**config.mk**
```make
export PLATFORM = sky130hd
export DESIGN_NAME = serial_frame_receiver
export DESIGN_NICKNAME = d
export VERILOG_FILES = /design/src/design/sfr_pkg.sv /design/src/design/serial_frame_receiver.sv
export VERILOG_INCLUDE_DIRS = /design/src /design/src/design
export SDC_FILE = /design/constraint.sdc
export NUM_CORES = 1
export LEC_CHECK = 0
export BUFFER_PORTS_ARGS = -buffer_cell sky130_fd_sc_hd__buf_2
export CORE_MARGIN = 1
export CORE_UTILIZATION = 45
export CTS_BUF_LIST = sky130_fd_sc_hd__clkbuf_8
export DETAILED_ROUTE_END_ITERATION = 8
export PLACE_DENSITY_LB_ADDON = 0.1
export SETUP_SLACK_MARGIN = 0.3
export SYNTH_ARGS = -nofsm -noshare
export SYNTH_HDL_FRONTEND = slang
export SYNTH_SLANG_ARGS = --single-unit
```
**constraint.sdc**
```tcl
create_clock -name clk -period 2.7 [get_ports clk]
set_input_delay 0.54 -clock clk [delete_from_list [all_inputs] [get_ports clk]]
set_output_delay 0.54 -clock clk [all_outputs]
set_load 0.05 [all_outputs]
```
**src/design/serial_frame_receiver_assert.svh**
```systemverilog
// Assertion macros shared by the serial frame receiver RTL.
// Expects a clock named clk and an active-low reset named arst_n in scope.
`ifndef SERIAL_FRAME_RECEIVER_ASSERT_SVH
`define SERIAL_FRAME_RECEIVER_ASSERT_SVH

// The consequent must hold in the same cycle as the antecedent.
`define SFR_ASSERT_IMP(label, ante, cons) \
	label: assert property (@(posedge clk) disable iff (!arst_n) (ante) |-> (cons)) \
		else $error("serial_frame_receiver: assertion failed");

// The consequent must hold in the cycle after the antecedent.
`define SFR_ASSERT_NEXT(label, ante, cons) \
	label: assert property (@(posedge clk) disable iff (!arst_n) (ante) |=> (cons)) \
		else $error("serial_frame_receiver: assertion failed");

`endif

```
**src/design/sfr_pkg.sv**
```systemverilog
// Types and constants of the serial frame receiver.
// No dependencies; used by serial_frame_receiver.
`timescale 1ns / 1ps

package sfr_pkg;

	localparam logic [7:0]  HDR_FIRST       = 8'h55;
	localparam logic [7:0]  HDR_SECOND      = 8'hAA;
	localparam logic [15:0] HEAD_BYTES      = 16'd6;
	localparam logic [15:0] MAX_FRAME_RESET = 16'd256;

	typedef enum logic [6:0] {
		PH_HUNT1 = 7'b0000001,
		PH_HUNT2 = 7'b0000010,
		PH_VER   = 7'b0000100,
		PH_CMD   = 7'b0001000,
		PH_LENH  = 7'b0010000,
		PH_LENL  = 7'b0100000,
		PH_DATA  = 7'b1000000
	} phase_t;

	typedef enum logic [2:0] {
		EV_NONE  = 3'd0,
		EV_DATA  = 3'd1,
		EV_GOOD  = 3'd2,
		EV_CSERR = 3'd3,
		EV_OVF   = 3'd4
	} event_t;

	typedef struct packed {
		event_t      event_res;
		logic [7:0]  data_byte;
		logic [15:0] payload_index;
		logic [7:0]  frame_version;
		logic [7:0]  frame_command;
		logic [15:0] payload_length;
	} result_t;

endpackage

```
**src/design/serial_frame_receiver.sv**
```systemverilog
// Serial frame receiver: one received byte in, one framing result out per transaction.
// Depends on sfr_pkg and serial_frame_receiver_assert.svh.
`timescale 1ns / 1ps

// Frames a byte stream of the form 0x55, 0xAA, version, command, 16-bit big-endian
// length, payload and an 8-bit additive checksum. Every input byte yields exactly one
// result transaction: nothing, a payload byte with its index, good frame, checksum
// error or overflow. The block takes one byte per clock cycle when the output is not
// stalled; a byte passes through the input register, then the result register, and
// its result waits there while the output is stalled. The rate is set by the update
// of the phase, byte count and running checksum, which every byte must see in order.
// max_frame_bytes (reset 256) may only be changed while no byte is in flight; once
// the header is matched, a byte arriving with the count at the limit ends the frame
// as an overflow and is dropped. No clearing pass is needed after reset.

`include "serial_frame_receiver_assert.svh"

module serial_frame_receiver (
	input  logic        clk,
	input  logic        arst_n,
	// Configuration write.
	input  logic        max_frame_bytes_we,
	input  logic [15:0] max_frame_bytes_wdata,
	// Input stream.
	input  logic        s_axis_tvalid,
	output logic        s_axis_tready,
	input  logic [7:0]  s_axis_tdata,    // [7:0] rx_byte
	// Result stream.
	output logic        m_axis_tvalid,
	input  logic        m_axis_tready,
	output logic [2:0]  m_axis_tuser,    // [2:0] event_res
	output logic [55:0] m_axis_tdata     // [7:0] data_byte, [23:8] payload_index,
	                                     // [31:24] frame_version, [39:32] frame_command,
	                                     // [55:40] payload_length
);
	import sfr_pkg::*;

	logic [15:0] max_frame_q;
	phase_t      phase_q;
	logic [15:0] byte_count_q;
	logic [15:0] length_q;
	logic [7:0]  sum_q;
	logic [7:0]  version_q;
	logic [7:0]  command_q;

	logic        valid_s1;
	logic [7:0]  byte_s1;
	logic        valid_s2;
	result_t     res_s2;

	logic        advance;
	logic        process;

	phase_t      nxt_phase;
	logic [15:0] nxt_count;
	logic [15:0] nxt_length;
	logic [7:0]  nxt_sum;
	logic [7:0]  nxt_version;
	logic [7:0]  nxt_command;
	logic        end_frame;
	result_t     res;

	assign advance       = !valid_s2 || m_axis_tready;
	assign process       = valid_s1 && advance;
	assign s_axis_tready = !valid_s1 || advance;

	always_comb begin
		nxt_phase         = phase_q;
		nxt_count         = byte_count_q;
		nxt_length        = length_q;
		nxt_sum           = sum_q;
		nxt_version       = version_q;
		nxt_command       = command_q;
		end_frame         = 1'b0;
		res.event_res     = EV_NONE;
		res.data_byte     = 8'd0;
		res.payload_index = 16'd0;
		case (phase_q)
			PH_HUNT1: begin
				if (byte_s1 == HDR_FIRST) begin
					nxt_count = byte_count_q + 16'd1;
					nxt_sum   = sum_q + byte_s1;
					nxt_phase = PH_HUNT2;
				end
			end
			PH_HUNT2: begin
				// A wrong second byte is not retried as a first header byte.
				if (byte_s1 == HDR_SECOND) begin
					nxt_count = byte_count_q + 16'd1;
					nxt_sum   = sum_q + byte_s1;
					nxt_phase = PH_VER;
				end else begin
					end_frame = 1'b1;
				end
			end
			default: begin
				if (byte_count_q >= max_frame_q) begin
					res.event_res = EV_OVF;
					end_frame     = 1'b1;
				end else begin
					nxt_count = byte_count_q + 16'd1;
					nxt_sum   = sum_q + byte_s1;
					case (phase_q)
						PH_VER: begin
							nxt_version = byte_s1;
							nxt_phase   = PH_CMD;
						end
						PH_CMD: begin
							nxt_command = byte_s1;
							nxt_phase   = PH_LENH;
						end
						PH_LENH: begin
							nxt_length = {byte_s1, 8'd0};
							nxt_phase  = PH_LENL;
						end
						PH_LENL: begin
							nxt_length = {length_q[15:8], byte_s1};
							nxt_phase  = PH_DATA;
						end
						default: begin
							// The byte after the declared payload is the checksum.
							if ({1'b0, byte_count_q} == ({1'b0, length_q} + {1'b0, HEAD_BYTES}))
							begin
								res.event_res = (sum_q == byte_s1) ? EV_GOOD : EV_CSERR;
								end_frame     = 1'b1;
							end else begin
								res.event_res     = EV_DATA;
								res.data_byte     = byte_s1;
								res.payload_index = byte_count_q - HEAD_BYTES;
							end
						end
					endcase
				end
			end
		endcase
		res.frame_version  = nxt_version;
		res.frame_command  = nxt_command;
		res.payload_length = nxt_length;
	end

	always_ff @(posedge clk or negedge arst_n) begin
		if (!arst_n) begin
			max_frame_q <= MAX_FRAME_RESET;
		end else if (max_frame_bytes_we) begin
			max_frame_q <= max_frame_bytes_wdata;
		end
	end

	always_ff @(posedge clk or negedge arst_n) begin
		if (!arst_n) begin
			phase_q      <= PH_HUNT1;
			byte_count_q <= 16'd0;
			length_q     <= 16'd0;
			sum_q        <= 8'd0;
			version_q    <= 8'd0;
			command_q    <= 8'd0;
		end else if (process) begin
			if (end_frame) begin
				phase_q      <= PH_HUNT1;
				byte_count_q <= 16'd0;
				length_q     <= 16'd0;
				sum_q        <= 8'd0;
				version_q    <= 8'd0;
				command_q    <= 8'd0;
			end else begin
				phase_q      <= nxt_phase;
				byte_count_q <= nxt_count;
				length_q     <= nxt_length;
				sum_q        <= nxt_sum;
				version_q    <= nxt_version;
				command_q    <= nxt_command;
			end
		end
	end

	always_ff @(posedge clk or negedge arst_n) begin
		if (!arst_n) begin
			valid_s1 <= 1'b0;
		end else if (s_axis_tready) begin
			valid_s1 <= s_axis_tvalid;
		end
	end

	always_ff @(posedge clk) begin
		if (s_axis_tready && s_axis_tvalid) begin
			byte_s1 <= s_axis_tdata;
		end
	end

	always_ff @(posedge clk or negedge arst_n) begin
		if (!arst_n) begin
			valid_s2 <= 1'b0;
		end else if (advance) begin
			valid_s2 <= valid_s1;
		end
	end

	always_ff @(posedge clk) begin
		if (process) begin
			res_s2 <= res;
		end
	end

	assign m_axis_tvalid = valid_s2;
	assign m_axis_tuser  = res_s2.event_res;
	assign m_axis_tdata  = {res_s2.payload_length, res_s2.frame_command, res_s2.frame_version,
	                        res_s2.payload_index, res_s2.data_byte};

	// While hunting for the first header byte, all frame state has been cleared.
	`SFR_ASSERT_IMP(a_hunt_clear, phase_q == PH_HUNT1,
		byte_count_q == 16'd0 && sum_q == 8'd0 && length_q == 16'd0)
	// Only the first header byte has been counted while waiting for the second.
	`SFR_ASSERT_IMP(a_hunt2_count, phase_q == PH_HUNT2,
		byte_count_q == 16'd1 && sum_q == HDR_FIRST)
	// A byte held in the input register reaches the result register when it is free.
	`SFR_ASSERT_NEXT(a_pipe_flow, valid_s1 && advance, valid_s2)
	// Data and index fields are zero unless the result carries a payload byte.
	`SFR_ASSERT_IMP(a_data_zero, valid_s2 && res_s2.event_res != EV_DATA,
		res_s2.data_byte == 8'd0 && res_s2.payload_index == 16'd0)

endmodule
```
==> flow_summary.json <==
{
  "status": "finished with violations",
  "violations": "negative setup slack",
  "grt_pass1_vias": 5823,
  "p_sw_share_pct": 38.8,
  "antenna_found_initial": 0,
  "synth-main-ff-cell": "dfrtp_1",
  "dp_slack_ns": -0.0744,
  "avgSynthCellArea_sq_um": 11.2,
  "wl_per_cell_microns": 18.1,
  "final_area_sq_mm": 0.00996,
  "syn_nets": 732,
  "rrSetupSlack_ns": -0.09,
  "p_total_mw": 8.93,
  "p_leak_nw": 4.66,
  "cts.path.max_buffers": 2,
  "grtUsageTotal_pct": 23.2,
  "grt_first_pass_wirelength_mm": 31.0,
  "fin_crit_ns": 2.79,
  "ys_ff_latch": 148,
  "gp_congestion": 0.843,
  "yosysTopAreaCell": "edfxtp_1",
  "chipWidth_microns": 132,
  "ys.warnings.count": 0,
  "fin_nets": 892,
  "clk_pin_slew_worst_paths_ns": 0.08,
  "core_area_sq_mm": 0.0161,
  "hold_violations": 0,
  "grt-ovfl-total": 0,
  "first_pass_iters": 5,
  "fin_skew_ns": 0.00988,
  "htree_levels": 4,
  "period_share_pct": 103,
  "drc": 0,
  "fin_ws_ns": -0.0905,
  "synthCells": 676,
  "cp.required_ns": 3.04,
  "synth_area_sq_mm": 0.00755,
  "hold_class": "in2reg",
  "clock.fmax_mhz": 358,
  "timing.hold.ws_ns": 0.262,
  "end_kind": "flip-flop",
  "crit_type": "reg2reg",
  "dp_hpwl_mm": 13.4,
  "synth_edf_count": 67,
  "ys_seq_area_share_pct": 53.5,
  "vias": 5800,
  "cts_tree": "built",
  "yosysTopAreaCellShare_pct": 26.6,
  "vias_per_cell": 5.45,
  "seqPwrFrac_pct": 35.8,
  "rsz0062_at_grt": "true",
  "power_density_mw_per_mm2": 897,
  "vdd.ir_drop.worst_uv": 532,
  "initial_core_util_pct": 46.9,
  "max_cap_violations": 0,
  "async_flop_share_pct": 54.7,
  "p_int_mw": 5.46,
  "synth_area_leaders": "edfxtp_1, dfrtp_1, ha_1",
  "grt_max_degree": 73,
  "finalSetupViolations": 52,
  "syn_to_final_growth_pct": 31.9,
  "n_antenna_cell": 0,
  "numCtsBuffers": 17,
  "initialDrtViolationCount": 434,
  "combPwrFrac_pct": 44.8,
  "clock_power_share_pct": 19.3,
  "die_height_microns": 132,
  "pin_count": 90,
  "clockRootBuffer": "clkbuf_8",
  "routed_wirelength_mm": 19.3,
  "cp-start-kind": "flip-flop",
  "die-area_sq_mm": 0.0173,
  "arrival_ns": 3.13,
  "worstMarginPinSlew_ns": 0.588,
  "rows": 46,
  "place_area_sq_mm": 0.00874,
  "drive_gt1_share_pct": 37.2,
  "clkLatencyLatePin_ns": 0.45,
  "numPortBuffers": 89,
  "slew_headroom_pct": 60.4,
  "tns_ns": -3.36,
  "critPathMaxFanout": 7,
  "antenna_left": 0,
  "final-max-slew-violation-count": 0,
  "switchingPower_mw": 3.47,
  "synth.distinct_cells": 61,
  "cts_sinks": 148
}
-- per-stage QoR --
stage | util (%) | std cells
5_1_grt | 61.8 | 1065
6_report | 61.8 | 1065
2_1_floorplan | - | 676
4_1_cts | 59.3 | 1056
3_3_place_gp | 54.2 | 1008
3_5_place_dp | 54.2 | 1008
-- cells in the mapped netlist (all sizes together) (2+ instances only) --
cell,count
and2,12
nor3b,5
nand2,42
nand3,19
nand4b,3
a32oi,2
ha,26
a21o,10
and3,5
nor2b,3
nor3,28
nor4bb,2
a22oi,8
mux2i,24
a22o,17
xnor2,26
mux2,27
nand2b,8
a211oi,6
or3,6
o2bb2ai,3
edfxtp,67
xor2,25
nand4,5
or4,3
nand4bb,2
o21bai,2
dfrtp,79
o211ai,2
nor2,65
nor4,10
o21ai,28
a31oi,3
nand3b,2
buf,15
a21oi,14
o31ai,4
clkbuf,25
inv,27
dfstp,2
-- logic make-up (layout without fill, tap and decap cells) --
| logic type | count (synthesis) | in the layout | synth area share [%] |
|---|---|---|---|
| and+or+nand+nor | 224 | 225 | 15.0 |
| muxes | 51 | 51 | 7.26 |
| buffers and inverters | 67 | 239 | 3.81 |
| AOI/OAI and AO/OA | 108 | 108 | 9.91 |
| xor gates and xnor gates | 51 | 51 | 5.92 |
| DFF | 148 | 148 | 53.5 |
| adders and majority gates | 27 | 27 | 4.57 |
-- final cells by class --
class                      count  area [sq um]
clock buffer                  17           234
clock inverter                15           158
fill                        1330          6160
inverter                      27           108
multi-input combinational    462          3800
sequential                   148          4040
tap                          216           270
timing repair buffer         180          1350
-- what timing repair did --
| item | CTS | global route |
|---|---|---|
| hold endpoints to repair | 9 | 0 |
| pin swaps | 8 | 22 |
| setup endpoints to repair | 121 | 122 |
| gates cloned | 1 | 2 |
| buffers inserted | 14 | 7 |
| hold buffers | 1 | 0 |
| gates resized for setup | 61 | 60 |
-- power by group through the flow --
| stage | sequential, mW | combinational, mW | clock [mW] |
|---|---|---|---|
| finish | 3.20 | 4.00 | 1.73 |
| global route | 3.26 | 4.27 | 1.87 |
| CTS | 3.20 | 3.60 | 1.78 |
| detailed placement | 3.25 | 3.32 | 0 |
| global placement | 3.24 | 3.27 | 0 |
| floorplan | 4.13 | 1.50 | 0 |
-- sequential cells by signal (all words and copies together), names as in the netlist, 3 cells and up --
signal        cells
sum_q             8
byte_s1           8
max_frame_q      16
phase_q           7
command_q         8
m_axis_tuser      3
length_q         16
byte_count_q     16
version_q         8
m_axis_tdata     56
-- per-layer routing --
layer | routed length, microns | track usage (%) | vias to the layer above
li1 | - | - | 2766
met1 | 9230 | 32.3 | 2861
met2 | 9070 | 36.5 | 156
met3 | 731 | 4.24 | 17
met4 | 248 | 7.24 | 0
met5 | 0 | 0 | -
-- worst paths after layout --
kind	start	endpoint	cells after the start
min reg2reg	valid_s1$_DFFE_PN0N_	m_axis_tvalid$_DFFE_PN0P_	1
min in group asynchronous	arst_n	max_frame_q[13]$_DFFE_PN0P_	2
max	length_q[4]$_DFFE_PN0P_	byte_count_q[11]$_DFFE_PN0P_	10
max reg2reg	length_q[4]$_DFFE_PN0P_	byte_count_q[11]$_DFFE_PN0P_	10
max in group asynchronous	arst_n	phase_q[0]$_DFFE_PN1P_	3
min	s_axis_tdata[0]	byte_s1[0]$_DFFE_PP_	1
-- placed cells by master (no fill, tap or decap), types with 4 or more instances in the layout --
cell,n
nor3_2,10
nand2b_1,8
clkinvlp_4,4
a21o_1,10
clkbuf_8,17
mux2i_1,24
inv_2,4
ha_1,23
inv_1,22
nor3b_1,5
nor3_1,16
a22o_1,17
and2_4,10
nand2_1,38
xor2_1,25
buf_6,5
nand3_1,15
edfxtp_1,67
mux2_4,25
nand4_1,5
buf_2,88
buf_12,12
and3_1,4
buf_4,71
nor2_1,51
or3_1,5
xnor2_1,25
nor2_4,9
o21ai_0,26
dfrtp_1,78
nand2_8,5
a22oi_1,8
nor2_2,5
nor4_1,8
a21oi_1,12
-- critical path, stage by stage (launching register included) --
cell,delay (ns)
dfrtp_1,0.52
o2111ai_1,0.22
nor4_1,0.37
xnor2_1,0.24
nand2_1,0.10
or3_4,0.40
o32a_1,0.34
nor2_4,0.16
buf_12,0.13
buf_12,0.13
nor2_2,0.05
Note: power is estimated with default switching activity, not from simulation.
